**src/design/rgbab_pkg.sv**
```systemverilog
`timescale 1ns / 1ps
package rgbab_pkg;

  localparam int GLYPH_SIZE   = 32;
  localparam int GLYPH_HALF   = GLYPH_SIZE / 2;
  localparam int SCREEN_MAX   = 1024;
  localparam int SCREEN_RESET = 240;
  localparam int HALO_MIN     = 32;
  // floor(x / 5) == (x * 205) >> 10 for x below 1024
  localparam int DIV5_RECIP   = 205;
  localparam int DIV5_SHIFT   = 10;
  localparam int ADDR_W       = 5;

  localparam logic [2:0] REG_GLYPH_COLOR   = 3'd0;
  localparam logic [2:0] REG_HIGHLIGHT_ON  = 3'd1;
  localparam logic [2:0] REG_CENTER_X      = 3'd2;
  localparam logic [2:0] REG_CENTER_Y      = 3'd3;
  localparam logic [2:0] REG_SCREEN_WIDTH  = 3'd4;
  localparam logic [2:0] REG_SCREEN_HEIGHT = 3'd5;

  typedef struct packed {
    logic [15:0] glyph_color;
    logic        highlight_on;
    logic [11:0] center_x;
    logic [11:0] center_y;
    logic [10:0] screen_width;
    logic [10:0] screen_height;
  } cfg_t;

  typedef struct packed {
    logic [7:0] r;
    logic [7:0] g;
    logic [7:0] b;
  } rgb8_t;

  // c * 255 / 31 == 8c + floor(7c / 31)
  function automatic logic [7:0] widen5(input logic [4:0] c);
    logic [2:0] k;
    k = 3'd0;
    if (c >= 5'd5)  k = 3'd1;
    if (c >= 5'd9)  k = 3'd2;
    if (c >= 5'd14) k = 3'd3;
    if (c >= 5'd18) k = 3'd4;
    if (c >= 5'd23) k = 3'd5;
    if (c >= 5'd27) k = 3'd6;
    if (c >= 5'd31) k = 3'd7;
    return {c, 3'b000} + {5'd0, k};
  endfunction

  // c * 255 / 63 == 4c + floor(c / 21)
  function automatic logic [7:0] widen6(input logic [5:0] c);
    logic [1:0] k;
    k = 2'd0;
    if (c >= 6'd21) k = 2'd1;
    if (c >= 6'd42) k = 2'd2;
    if (c >= 6'd63) k = 2'd3;
    return {c, 2'b00} + {6'd0, k};
  endfunction

  function automatic rgb8_t unpack565(input logic [15:0] p);
    rgb8_t c;
    c.r = widen5(p[15:11]);
    c.g = widen6(p[10:5]);
    c.b = widen5(p[4:0]);
    return c;
  endfunction

  function automatic logic [15:0] pack565(input rgb8_t c);
    return {c.r[7:3], c.g[7:2], c.b[7:3]};
  endfunction

endpackage

```
**src/design/rgbab_regs.sv**
```systemverilog
`timescale 1ns / 1ps
module rgbab_regs (
  input  logic                        clk,
  input  logic                        rst_n,
  input  logic                        psel,
  input  logic                        penable,
  input  logic                        pwrite,
  input  logic [rgbab_pkg::ADDR_W-1:0] paddr,
  input  logic [31:0]                 pwdata,
  output logic [31:0]                 prdata,
  output logic                        pready,
  output rgbab_pkg::cfg_t             cfg
);

  rgbab_pkg::cfg_t cfg_r;

  assign pready = 1'b1;
  assign cfg    = cfg_r;

  always_ff @(posedge clk) begin
    if (!rst_n) begin
      cfg_r.glyph_color   <= '0;
      cfg_r.highlight_on  <= 1'b0;
      cfg_r.center_x      <= '0;
      cfg_r.center_y      <= '0;
      cfg_r.screen_width  <= 11'(rgbab_pkg::SCREEN_RESET);
      cfg_r.screen_height <= 11'(rgbab_pkg::SCREEN_RESET);
    end else if (psel && penable && pwrite) begin
      case (paddr[4:2])
        rgbab_pkg::REG_GLYPH_COLOR:   cfg_r.glyph_color   <= pwdata[15:0];
        rgbab_pkg::REG_HIGHLIGHT_ON:  cfg_r.highlight_on  <= pwdata[0];
        rgbab_pkg::REG_CENTER_X:      cfg_r.center_x      <= pwdata[11:0];
        rgbab_pkg::REG_CENTER_Y:      cfg_r.center_y      <= pwdata[11:0];
        rgbab_pkg::REG_SCREEN_WIDTH:  cfg_r.screen_width  <= pwdata[10:0];
        rgbab_pkg::REG_SCREEN_HEIGHT: cfg_r.screen_height <= pwdata[10:0];
        default: ;
      endcase
    end
  end

  always_comb begin
    case (paddr[4:2])
      rgbab_pkg::REG_GLYPH_COLOR:   prdata = {16'd0, cfg_r.glyph_color};
      rgbab_pkg::REG_HIGHLIGHT_ON:  prdata = {31'd0, cfg_r.highlight_on};
      rgbab_pkg::REG_CENTER_X:      prdata = {20'd0, cfg_r.center_x};
      rgbab_pkg::REG_CENTER_Y:      prdata = {20'd0, cfg_r.center_y};
      rgbab_pkg::REG_SCREEN_WIDTH:  prdata = {21'd0, cfg_r.screen_width};
      rgbab_pkg::REG_SCREEN_HEIGHT: prdata = {21'd0, cfg_r.screen_height};
      default:                      prdata = 32'd0;
    endcase
  end

endmodule

```
**src/design/rgbab_geom.sv**
```systemverilog
`timescale 1ns / 1ps
// Screen clip (first stage) and framebuffer index multiply (second stage).
module rgbab_geom (
  input  logic            clk,
  input  rgbab_pkg::cfg_t cfg,
  input  logic [6:0]      in_offset_x,
  input  logic [6:0]      in_offset_y,
  output logic            inside_a,
  output logic [19:0]     index_b
);

  logic [12:0] px;
  logic [12:0] py;
  logic [10:0] sw_c;
  logic [10:0] sh_c;
  logic        in_glyph;
  logic        on_screen;
  logic [9:0]  px_r;
  logic [9:0]  py_r;
  logic        inside_r;
  logic [19:0] index_r;
  logic [20:0] row_base;

  assign sw_c = (cfg.screen_width > 11'(rgbab_pkg::SCREEN_MAX)) ?
                11'(rgbab_pkg::SCREEN_MAX) : cfg.screen_width;
  assign sh_c = (cfg.screen_height > 11'(rgbab_pkg::SCREEN_MAX)) ?
                11'(rgbab_pkg::SCREEN_MAX) : cfg.screen_height;

  // two's complement on 13 bits; bit 12 is the sign
  assign px = {cfg.center_x[11], cfg.center_x} + {6'd0, in_offset_x}
              - 13'(rgbab_pkg::GLYPH_HALF);
  assign py = {cfg.center_y[11], cfg.center_y} + {6'd0, in_offset_y}
              - 13'(rgbab_pkg::GLYPH_HALF);

  assign in_glyph  = ({1'b0, in_offset_x} < 8'(rgbab_pkg::GLYPH_SIZE)) &&
                     ({1'b0, in_offset_y} < 8'(rgbab_pkg::GLYPH_SIZE));
  assign on_screen = !px[12] && !py[12] &&
                     (px[11:0] < {1'b0, sw_c}) && (py[11:0] < {1'b0, sh_c});

  assign row_base = 21'(py_r) * 21'(sw_c);

  always_ff @(posedge clk) begin
    inside_r <= in_glyph && on_screen;
    px_r     <= px[9:0];
    py_r     <= py[9:0];
    index_r  <= row_base[19:0] + 20'(px_r);
  end

  assign inside_a = inside_r;
  assign index_b  = index_r;

endmodule

```
**src/design/rgbab_mix.sv**
```systemverilog
`timescale 1ns / 1ps
// Two-stage channel mix: products, then (sum / 255) and RGB565 repack.
module rgbab_mix (
  input  logic               clk,
  input  rgbab_pkg::rgb8_t   fg,
  input  rgbab_pkg::rgb8_t   bg,
  input  logic [7:0]         wt,
  output logic [15:0]        pix
);

  logic [7:0]  f_ch [3];
  logic [7:0]  b_ch [3];
  logic [7:0]  wt_inv;
  logic [15:0] pf_r [3];
  logic [15:0] pb_r [3];
  logic [16:0] sum  [3];
  logic [16:0] adj  [3];
  rgbab_pkg::rgb8_t mixed;
  logic [15:0] pix_r;

  assign f_ch[0] = fg.r;
  assign f_ch[1] = fg.g;
  assign f_ch[2] = fg.b;
  assign b_ch[0] = bg.r;
  assign b_ch[1] = bg.g;
  assign b_ch[2] = bg.b;
  assign wt_inv  = 8'd255 - wt;

  always_ff @(posedge clk) begin
    for (int i = 0; i < 3; i++) begin
      pf_r[i] <= 16'(f_ch[i]) * 16'(wt);
      pb_r[i] <= 16'(b_ch[i]) * 16'(wt_inv);
    end
  end

  // floor(s / 255) == (s + (s >> 8) + 1) >> 8 for s below 65535
  always_comb begin
    for (int i = 0; i < 3; i++) begin
      sum[i] = 17'(pf_r[i]) + 17'(pb_r[i]);
      adj[i] = sum[i] + 17'(sum[i][15:8]) + 17'd1;
    end
    mixed.r = adj[0][15:8];
    mixed.g = adj[1][15:8];
    mixed.b = adj[2][15:8];
  end

  always_ff @(posedge clk) begin
    pix_r <= rgbab_pkg::pack565(mixed);
  end

  assign pix = pix_r;

endmodule

```
**src/design/rgb565_alpha_glyph_blend.sv**
```systemverilog
`timescale 1ns / 1ps
// An accepted pixel passes stage registers A to E and the output register before out_valid.
// Throughput: one pixel per clock; busy is low except around reset.
// Depth is set by two blends, each a product stage and a divide/repack stage.
// Reset (rst_n low, synchronous): valid bits clear, config registers return to defaults,
// busy is registered and stays high through reset until it samples rst_n high. Results cannot stall.
module rgb565_alpha_glyph_blend (
  input  logic                         clk,
  input  logic                         rst_n,
  input  logic                         start,
  output logic                         busy,
  input  logic [6:0]                   in_offset_x,
  input  logic [6:0]                   in_offset_y,
  input  logic [7:0]                   in_alpha,
  input  logic [15:0]                  in_background_pixel,
  output logic                         out_valid,
  output logic                         out_write_enable,
  output logic [19:0]                  out_pixel_index,
  output logic [15:0]                  out_pixel_value,
  input  logic                         psel,
  input  logic                         penable,
  input  logic                         pwrite,
  input  logic [rgbab_pkg::ADDR_W-1:0] paddr,
  input  logic [31:0]                  pwdata,
  output logic [31:0]                  prdata,
  output logic                         pready
);

  rgbab_pkg::cfg_t  cfg;
  rgbab_pkg::rgb8_t fg_w;
  rgbab_pkg::rgb8_t halo_half;
  rgbab_pkg::rgb8_t halo_w;
  rgbab_pkg::rgb8_t pix1_w;
  logic             busy_r;
  logic             accept;
  logic             inside_a;
  logic [19:0]      index_b;
  logic [16:0]      hw_prod;
  logic [15:0]      pix1_c;
  logic [15:0]      pix2_e;

  // stage A
  logic             vld_a_r;
  logic [7:0]       alpha_a_r;
  rgbab_pkg::rgb8_t bgw_a_r;
  logic             hl_a_r;
  logic [7:0]       hw_a_r;
  // stage B
  logic             vld_b_r;
  logic             ok_b_r;
  logic             hl_b_r;
  logic [7:0]       hw_b_r;
  // stage C
  logic             vld_c_r;
  logic             ok_c_r;
  logic             hl_c_r;
  logic [7:0]       hw_c_r;
  logic [19:0]      idx_c_r;
  // stage D
  logic             vld_d_r;
  logic             ok_d_r;
  logic             hl_d_r;
  logic [19:0]      idx_d_r;
  logic [15:0]      pix1_d_r;
  // stage E
  logic             vld_e_r;
  logic             ok_e_r;
  logic             hl_e_r;
  logic [19:0]      idx_e_r;
  logic [15:0]      pix1_e_r;
  // output
  logic             out_valid_r;
  logic             out_we_r;
  logic [19:0]      out_idx_r;
  logic [15:0]      out_val_r;

  rgbab_regs u_regs (
    .clk     (clk),
    .rst_n   (rst_n),
    .psel    (psel),
    .penable (penable),
    .pwrite  (pwrite),
    .paddr   (paddr),
    .pwdata  (pwdata),
    .prdata  (prdata),
    .pready  (pready),
    .cfg     (cfg)
  );

  assign accept = start && !busy_r;
  assign busy   = busy_r;

  always_ff @(posedge clk) begin
    if (!rst_n) begin
      busy_r <= 1'b1;
    end else begin
      busy_r <= 1'b0;
    end
  end

  rgbab_geom u_geom (
    .clk         (clk),
    .cfg         (cfg),
    .in_offset_x (in_offset_x),
    .in_offset_y (in_offset_y),
    .inside_a    (inside_a),
    .index_b     (index_b)
  );

  // halo weight floor(2a / 5)
  assign hw_prod = 17'({in_alpha, 1'b0}) * 17'(rgbab_pkg::DIV5_RECIP);

  // widened glyph color, half-intensity halo; user keeps config static in flight; unchecked
  assign fg_w        = rgbab_pkg::unpack565(cfg.glyph_color);
  assign halo_half.r = {1'b0, fg_w.r[7:1]};
  assign halo_half.g = {1'b0, fg_w.g[7:1]};
  assign halo_half.b = {1'b0, fg_w.b[7:1]};
  assign halo_w      = rgbab_pkg::unpack565(rgbab_pkg::pack565(halo_half));

  always_ff @(posedge clk) begin
    if (!rst_n) begin
      vld_a_r     <= 1'b0;
      vld_b_r     <= 1'b0;
      vld_c_r     <= 1'b0;
      vld_d_r     <= 1'b0;
      vld_e_r     <= 1'b0;
      out_valid_r <= 1'b0;
    end else begin
      vld_a_r     <= accept;
      vld_b_r     <= vld_a_r;
      vld_c_r     <= vld_b_r;
      vld_d_r     <= vld_c_r;
      vld_e_r     <= vld_d_r;
      out_valid_r <= vld_e_r;
    end
  end

  always_ff @(posedge clk) begin
    alpha_a_r <= in_alpha;
    bgw_a_r   <= rgbab_pkg::unpack565(in_background_pixel);
    hl_a_r    <= cfg.highlight_on && (in_alpha > 8'(rgbab_pkg::HALO_MIN));
    hw_a_r    <= 8'(hw_prod >> rgbab_pkg::DIV5_SHIFT);

    ok_b_r    <= inside_a && (alpha_a_r != 8'd0);
    hl_b_r    <= hl_a_r;
    hw_b_r    <= hw_a_r;

    ok_c_r    <= ok_b_r;
    hl_c_r    <= hl_b_r;
    hw_c_r    <= hw_b_r;
    idx_c_r   <= index_b;

    ok_d_r    <= ok_c_r;
    hl_d_r    <= hl_c_r;
    idx_d_r   <= idx_c_r;
    pix1_d_r  <= pix1_c;

    ok_e_r    <= ok_d_r;
    hl_e_r    <= hl_d_r;
    idx_e_r   <= idx_d_r;
    pix1_e_r  <= pix1_d_r;

    out_we_r  <= ok_e_r;
    out_idx_r <= ok_e_r ? idx_e_r : 20'd0;
    out_val_r <= !ok_e_r ? 16'd0 : (hl_e_r ? pix2_e : pix1_e_r);
  end

  // glyph color over background, weight alpha (A -> C)
  rgbab_mix u_mix_main (
    .clk (clk),
    .fg  (fg_w),
    .bg  (bgw_a_r),
    .wt  (alpha_a_r),
    .pix (pix1_c)
  );

  assign pix1_w = rgbab_pkg::unpack565(pix1_c);

  // halo over the first result (C -> E)
  rgbab_mix u_mix_halo (
    .clk (clk),
    .fg  (halo_w),
    .bg  (pix1_w),
    .wt  (hw_c_r),
    .pix (pix2_e)
  );

  assign out_valid        = out_valid_r;
  assign out_write_enable = out_we_r;
  assign out_pixel_index  = out_idx_r;
  assign out_pixel_value  = out_val_r;

endmodule

```
**config.mk**
```make
export PLATFORM = sky130hd
export DESIGN_NAME = rgb565_alpha_glyph_blend
export DESIGN_NICKNAME = d
export VERILOG_FILES = /design/src/design/rgbab_pkg.sv /design/src/design/rgbab_regs.sv /design/src/design/rgbab_geom.sv /design/src/design/rgbab_mix.sv /design/src/design/rgb565_alpha_glyph_blend.sv
export SDC_FILE = /design/constraint.sdc
export NUM_CORES = 2
export LEC_CHECK = 0
export ABC_AREA = 1
export BUFFER_PORTS_ARGS = -buffer_cell sky130_fd_sc_hd__buf_2
export CAP_MARGIN = 25
export CORE_ASPECT_RATIO = 0.75
export CORE_MARGIN = 3
export CORE_UTILIZATION = 50
export DETAILED_ROUTE_END_ITERATION = 10
export MAX_ROUTING_LAYER = met4
export PLACE_DENSITY = 0.67
export SLEW_MARGIN = 20
export SYNTH_ARGS = -nofsm -noshare
export SYNTH_HDL_FRONTEND = slang
export SYNTH_SLANG_ARGS = --single-unit
```
**constraint.sdc**
```tcl
create_clock -name clk -period 6.95 [get_ports clk]
set_input_delay 0.695 -clock clk [delete_from_list [all_inputs] [get_ports clk]]
set_output_delay 0.695 -clock clk [all_outputs]
set_load 0.01 [all_outputs]
```
Yosys cells after proc, flatten, opt, wreduce, memory -nomap -nowiden
Memories as Yosys holds them, arrays and structs flattened.
Cells that the tools add are included.
{ "classes": {"multipliers": 14, "reduce_logical": 21, "muxes": 73, "add_sub_neg": 37, "n_lt_le_gt_ge": 75, "eq_ne": 5} }
{ "op_table": {"columns": ["op", "n"], "rows": [
  ["$mul A8 B8 Y16", 9],
  ["$mux W3", 48],
  ["$ge A5 B5 Y1 const B", 25],
  ["$add A16 B1 Y16 const B", 6],
  ["$add A16 B16 Y16", 6],
  ["$add A16 B8 Y16", 6],
  ["$pmux W16 S6", 1],
  ["$ge A5 B4 Y1 const B", 12],
  ["$add A8 B3 Y8", 6],
  ["$mul A8 B7 Y15", 3],
  ["$ge A4 B5 Y1 const B", 8],
  ["$ge A6 B6 Y1 const B", 6],
  ["$ge A5 B3 Y1 const B", 6],
  ["$add A12 B8 Y13", 2],
  ["$sub A13 B5 Y13 const B", 2],
  ["$add A8 B2 Y8", 3],
  ["$lt A12 B11 Y1", 2],
  ["$gt A11 B11 Y1 const B", 2],
  ["$mux W11", 2],
  ["$add A20 B10 Y20", 1],
  ["$mul A10 B11 Y20", 1],
  ["$ge A6 B5 Y1 const B", 3],
  ["$add A7 B3 Y8", 2],
  ["$ge A4 B4 Y1 const B", 4],
  ["19 further kinds", 59]
]} }
{ "totals": {"mem_count": 4, "in_bits": 81, "mem_bits_rw": 189, "reg_bits": 334, "output_inout_bits": 72} }
{ "memory_table": {"columns": ["memory", "depth", "word_bits", "read_ports", "rd_clocked_by_memory_dff", "write_ports", "line", "rtl"], "rows": [
  ["u_mix_halo.pb_r", 3, 16, 3, 0, 3, "rgbab_mix.sv:15", "logic [15:0] pb_r [3];"],
  ["u_mix_main.pb_r", 3, 16, 3, 0, 3, "rgbab_mix.sv:15", null],
  ["u_mix_main.pf_r", 3, 16, 3, 0, 3, "rgbab_mix.sv:14", "logic [15:0] pf_r [3];"],
  ["u_mix_halo.pf_r", 3, 15, 3, 0, 3, "rgbab_mix.sv:14", null]
]} }

Longest topological paths before layout
{ "logic_depth": {"word_depth": 19, "ltp_mapped": 29} }

Cells and area by module
Synthesis repeated with hierarchy kept, for this count alone.
{ "hier_totals": {"hier_cells": 7389, "hier_area_um2": 55012.8} }
{ "modules_own_cells": {"columns": ["module", "n_inst", "seq_area_each_um2", "area_each_um2", "cells_per_inst"], "rows": [
  ["rgbab_mix at u_mix_halo", 1, 2242.2, 19209.7, 2677],
  ["rgbab_mix at u_mix_main", 1, 2242.2, 19100.8, 2680],
  ["rgb565_alpha_glyph_blend", 1, 3963.8, 6645.1, 656],
  ["rgbab_geom", 1, 820.8, 6601.3, 846],
  ["rgbab_regs", 1, 1261.2, 3455.8, 530]
]} }

Least setup slack after synthesis
Ideal clock, no wire load.
{ "synth_path": {"kind": "flip-flop to flip-flop", "startpoint": "register u_regs.cfg_r (netlist bit u_regs.cfg[15])", "endpoint": "register u_geom.index_r[17] (netlist: u_geom.index_b[17])", "stages_incl_launch_ff": 23, "n_path_buf": 0, "slack_ps": 1787, "setup_ps": 123, "t_required_ps": 6827, "t_arrival_ps": 5040, "cell_sequence": "dfxtp_1 -> nor2_1 -> nand3_1 -> o21ai_1 -> inv_2 -> nor2_1 -> inv_2 -> nor2_1 -> fa_1 -> fa_1 -> fa_1 -> fa_1 -> inv_1 -> fa_1 -> inv_1 -> ha_1 -> a21oi_1 -> o21ai_0 -> inv_1 -> o21ai_2 -> a21oi_1 -> o21ai_1 -> xor2_1"} }
{ "synth_via": {"elab_chain_len": 4} }
{ "synth_lines": {"columns": ["element", "line", "rtl"], "rows": [
  ["from (decl)", "rgbab_regs.sv:15", "rgbab_pkg::cfg_t cfg_r;"],
  ["$gt A11 B11 Y1", "rgbab_geom.sv:24", "assign sw_c = (cfg.screen_width > 11'(rgbab_pkg::SCREEN_MAX)) ?"],
  ["$mux W11 (*)", "rgbab_geom.sv:24", null],
  ["$mul A10 B11 Y20 (*)", "rgbab_geom.sv:40", "assign row_base = 21'(py_r) * 21'(sw_c);"],
  ["$add A20 B10 Y20 (*)", "rgbab_geom.sv:46", "index_r <= row_base[19:0] + 20'(px_r);"],
  ["to (signal assigned)", "rgbab_geom.sv:46", null],
  ["to (decl)", "rgbab_geom.sv:21", "logic [19:0] index_r;"]
]} }
Mark *: on every way between the ends. The rest lies on a longest branch, timed or not.
A chain may end at the register's enable or synchronous reset.

==> metrics.md <==
| Metric | Value |
|---|---|
| WHS Endpoint | bgw_a_r[6] |
| R2r worst-path depth | 20 |
| Core Region | 99500 µm² |
| Longest Clk Path Bufs | 3 |
| Share of cells above drive strength 1 | 5.26% |
| Nets | 7858 |
| Crit path max fanout | 8 |
| Cell Pwr Density | 441 nW/µm² |
| Die width | 372 µm |
| Detail Route Antenna Nets | 0 |
| Post-CTS setup buffers | 0 |
| Post-Synth Simple-Gate Area | 19.5% |
| Post-synthesis cell type count | 59 |
| Non-Filler Instances | 7943 |
| Final HPWL DP | 101000 µm |
| Unrepaired setup endpoints after global routing | no |
| Worst skew pair latency | approximately 0.65 ns |
| Final period utilization | 85.4% |
| CTS Root Cell | clkbuf_16 |
| Die Ht | 281 µm |
| R2r startpoint | u_mix_main.pix[4] |
| VDD IR max | 673 µV |
| Max Slew Vio Count | 0 |
| Share of the synthesized area in the top cell type | between 20% and 30% |
| Ys flop type | dfxtp_1 |
| Combinational family with the most area after synthesis | adder cells |
| Cell with the most instances after synthesis | nand2_1 |
| Synth Area in Adders | 37.2% |
| Post-Layout Inst Area | 54200 µm² |
| Clock transition at path regs | 0.07 ns |
| Top post-synthesis cells by count | nand2_1 (1374), inv_1 (1293), ha_1 (735), nor2_1 (668), dfxtp_1 (523) |
| Reg2reg end | u_mix_halo.pb_r[0][47] |
| Largest net degree at the start of global routing | between 60 and 70 |
| Post-synthesis mux area share | 0% |
| Mapped Cells | 6489 |
| Final worst path period need | 5.94 ns |
| Final hold viol count | 0 |
| Critical Path Source Type | flip-flop |
| Cell Count Post-Placement | 7837 |
| Post-CTS Resized | 0 |
| Worst-margin pin slew | ~1.2 ns |
| Initial antenna violation count | 4 |
| Starting Density | 50.5% |
| Status | completed |
| Sink Count | 523 |
| Ports | 153 |
| Overflow after GRT | 0 |
| Area contributors post-synth | dfxtp_1 (21%), fa_1 (19%), ha_1 (18%) |
| Worst rel slew slack | roughly a fifth |
| CTS tree | built |
| Fmax | 0.168 GHz |
| Number of global-route vias before repair | 39076 |
| Pleak | 0.0309 µW |
| Num CTS Buffers | 55 |
| CTS HTree Levels | 2 |
| DP Area | approximately 52000 µm² |
| First-pass GRT wire length | 205000 µm |
| Syn Area/Cell | slightly below 8 µm² |
| Seq cells post-synth | 523 |
| Cell Area, Synth | 50300 µm² |
| Via count | ~40000 |
| Post-Synth XOR/XNOR Area | 4.08% |
| DRC viols | 0 |
| Cell Rows | 100 |
| Max Cap Viol | 0 |
| First-pass DRT Iterations | 8 |
| Sequential-to-total area share from yosys stat | 20.8% |
| Total die area | 104000 µm² |
| Final wirelength | 126000 µm |
| Port Buffers | around 120 |
| WHS Path Cells | 1 |
| Setup TNS | 0 ns |
| DR WL/cell | 15.9 µm |
| Starting DRC count in detailed routing | 3154 |
| Setup Crit Path Kind | flip-flop to flip-flop |
| Cell taking the most area after synthesis | dfxtp_1 |
| Hold WC Path Type | input port to flip-flop |
| Post-synthesis compound-gate area fraction | 7.31% |
| Synth async-reset ratio | 0% |
| Tot GR Track Use | between 20 and 30% |
| Yosys Warn Count | 0 |
| Setup Skew | 0.0223 ns |
| Fill count | between 9000 and 10000 |
| Vias per inst | 5.14 |
| Critical path arrival | 6.46 ns |
| R2r setup slk | around 1 ns |
| Post-synth EDFFs | 0 |
| Hold Buf Count CTS | 0 |
| Worst Path Required | between 7 and 8 ns |
| Final Util | 54.5% |
| Beginning of the worst hold path | in_background_pixel[3] |
| GPL Wtd Cong | roughly 0.93 |
| Critical Path End Type | flip-flop |
| Area growth syn-to-layout | 7.90% |
| Hold slack final | 0.204 ns |
| # setup viols final | 0 |
==> cell families after synthesis <==
kind of cell | count (synthesis)
AND/OR/NAND/NOR | 2418
AO/OA/AOI/OAI | 649
adder cells (fa/ha/maj) | 1209
other | 2
buffers and inverters | 1454
XOR/XNOR | 234
flip-flops | 523
==> worst max-delay path by stage <==
stage | startpoint | endpoint | slack, ns | depth (start not counted)
floorplan | u_regs.cfg[15] | u_geom.index_b[17] | 1.79 | 22
global placement | u_regs.cfg[62] | u_mix_main.pf_r[0][14] | 1.11 | 25
detailed placement | u_regs.cfg[19] | u_geom.index_b[17] | 1.11 | 24
CTS | u_regs.cfg[62] | u_mix_main.pf_r[0][14] | 1.07 | 25
global route | u_regs.cfg[62] | u_mix_main.pf_r[0][14] | 0.55 | 25
finish | u_mix_main.pix[4] | u_mix_halo.pb_r[0][47] | 1.01 | 20
==> sequential cells by signal, summed over array words and instances, names as in the netlist, 8 cells and up <==
signal           flops
pix1_d_r            16
u_mix_halo.pb_r     48
idx_e_r             20
u_mix_halo.pf_r     45
u_mix_halo.pix      16
u_regs.cfg          63
bgw_a_r             24
u_mix_main.pb_r     48
u_mix_main.pix      16
out_pixel_index     20
pix1_e_r            16
u_geom.index_b      20
idx_d_r             20
u_geom.py_r         10
out_pixel_value     16
u_geom.px_r         10
alpha_a_r            8
idx_c_r             20
u_mix_main.pf_r     48
==> placed cells by master (no fill, tap or decap), types with 8 or more instances in the layout <==
| master | instances |
|---|---|
| a211oi_1 | 8 |
| a21o_1 | 17 |
| a21oi_1 | 297 |
| a221oi_1 | 11 |
| a31oi_1 | 27 |
| and2_1 | 8 |
| buf_2 | 117 |
| buf_4 | 36 |
| bufinv_16 | 10 |
| clkbuf_16 | 56 |
| conb_1 | 17 |
| dfxtp_1 | 523 |
| fa_1 | 474 |
| ha_1 | 735 |
| inv_1 | 1293 |
| inv_2 | 10 |
| nand2_1 | 1374 |
| nand2_2 | 26 |
| nand3_1 | 208 |
| nand3b_1 | 14 |
| nand4_1 | 41 |
| nor2_1 | 668 |
| nor2_2 | 20 |
| nor3_1 | 25 |
| o2111ai_1 | 17 |
| o21a_1 | 9 |
| o21ai_0 | 191 |
| o21ai_1 | 11 |
| o21bai_1 | 9 |
| o31ai_1 | 9 |
| xnor2_1 | 75 |
| xor2_1 | 159 |
==> routing by layer <==
layer	up-vias	GRT usage, %	routed length [µm]
met3	140	4.99	10700
met4	0	4.92	2330
met2	1235	35.4	50800
met1	19205	37.3	62300
met5	-	-	0
li1	20212	-	-
==> per-stage QoR <==
step | setup WS, ns | total power, µW
2_1_floorplan | 1.79 | 17000
4_1_cts | 1.07 | 24000
3_5_place_dp | 1.11 | 20500
5_1_grt | 0.546 | 26700
6_report | 1.01 | 23900
3_3_place_gp | 1.11 | 20300
==> area by class of cell <==
cell class | instances | area [µm²] | area share, %
repair buffers | 154 | 883 | 1.63
diodes | 4 | 10.0 | 0.0185
clock inverters | 37 | 536 | 0.987
multi-input cells | 4527 | 34300 | 63.2
well taps | 1326 | 1660 | 3.06
clock buffers | 65 | 1490 | 2.74
inverters | 1307 | 4910 | 9.04
flip-flops and latches | 523 | 10500 | 19.3
==> where the power goes <==
part / internal [µW] / switching (µW)
logic: 6330 / 9940
registers: 3960 / 428
clock network: 1930 / 1350
==> critical path, cell delays in order, from the launching register on <==
cell     delay [ns]
dfxtp_1        0.61
inv_1          0.31
a31oi_1        0.45
o21ai_0        0.19
a32oi_2        0.47
fa_1           0.52
fa_1           0.55
inv_1          0.05
fa_1           0.53
inv_1          0.06
fa_1           0.53
inv_1          0.04
ha_1           0.36
nand2_1        0.09
o21ai_0        0.16
nor2_1         0.09
o21ai_0        0.32
nand3_1        0.15
nor2_1         0.13
nor2_1         0.06
xor2_1         0.14
No activity file was read; power rests on OpenSTA's default activity.
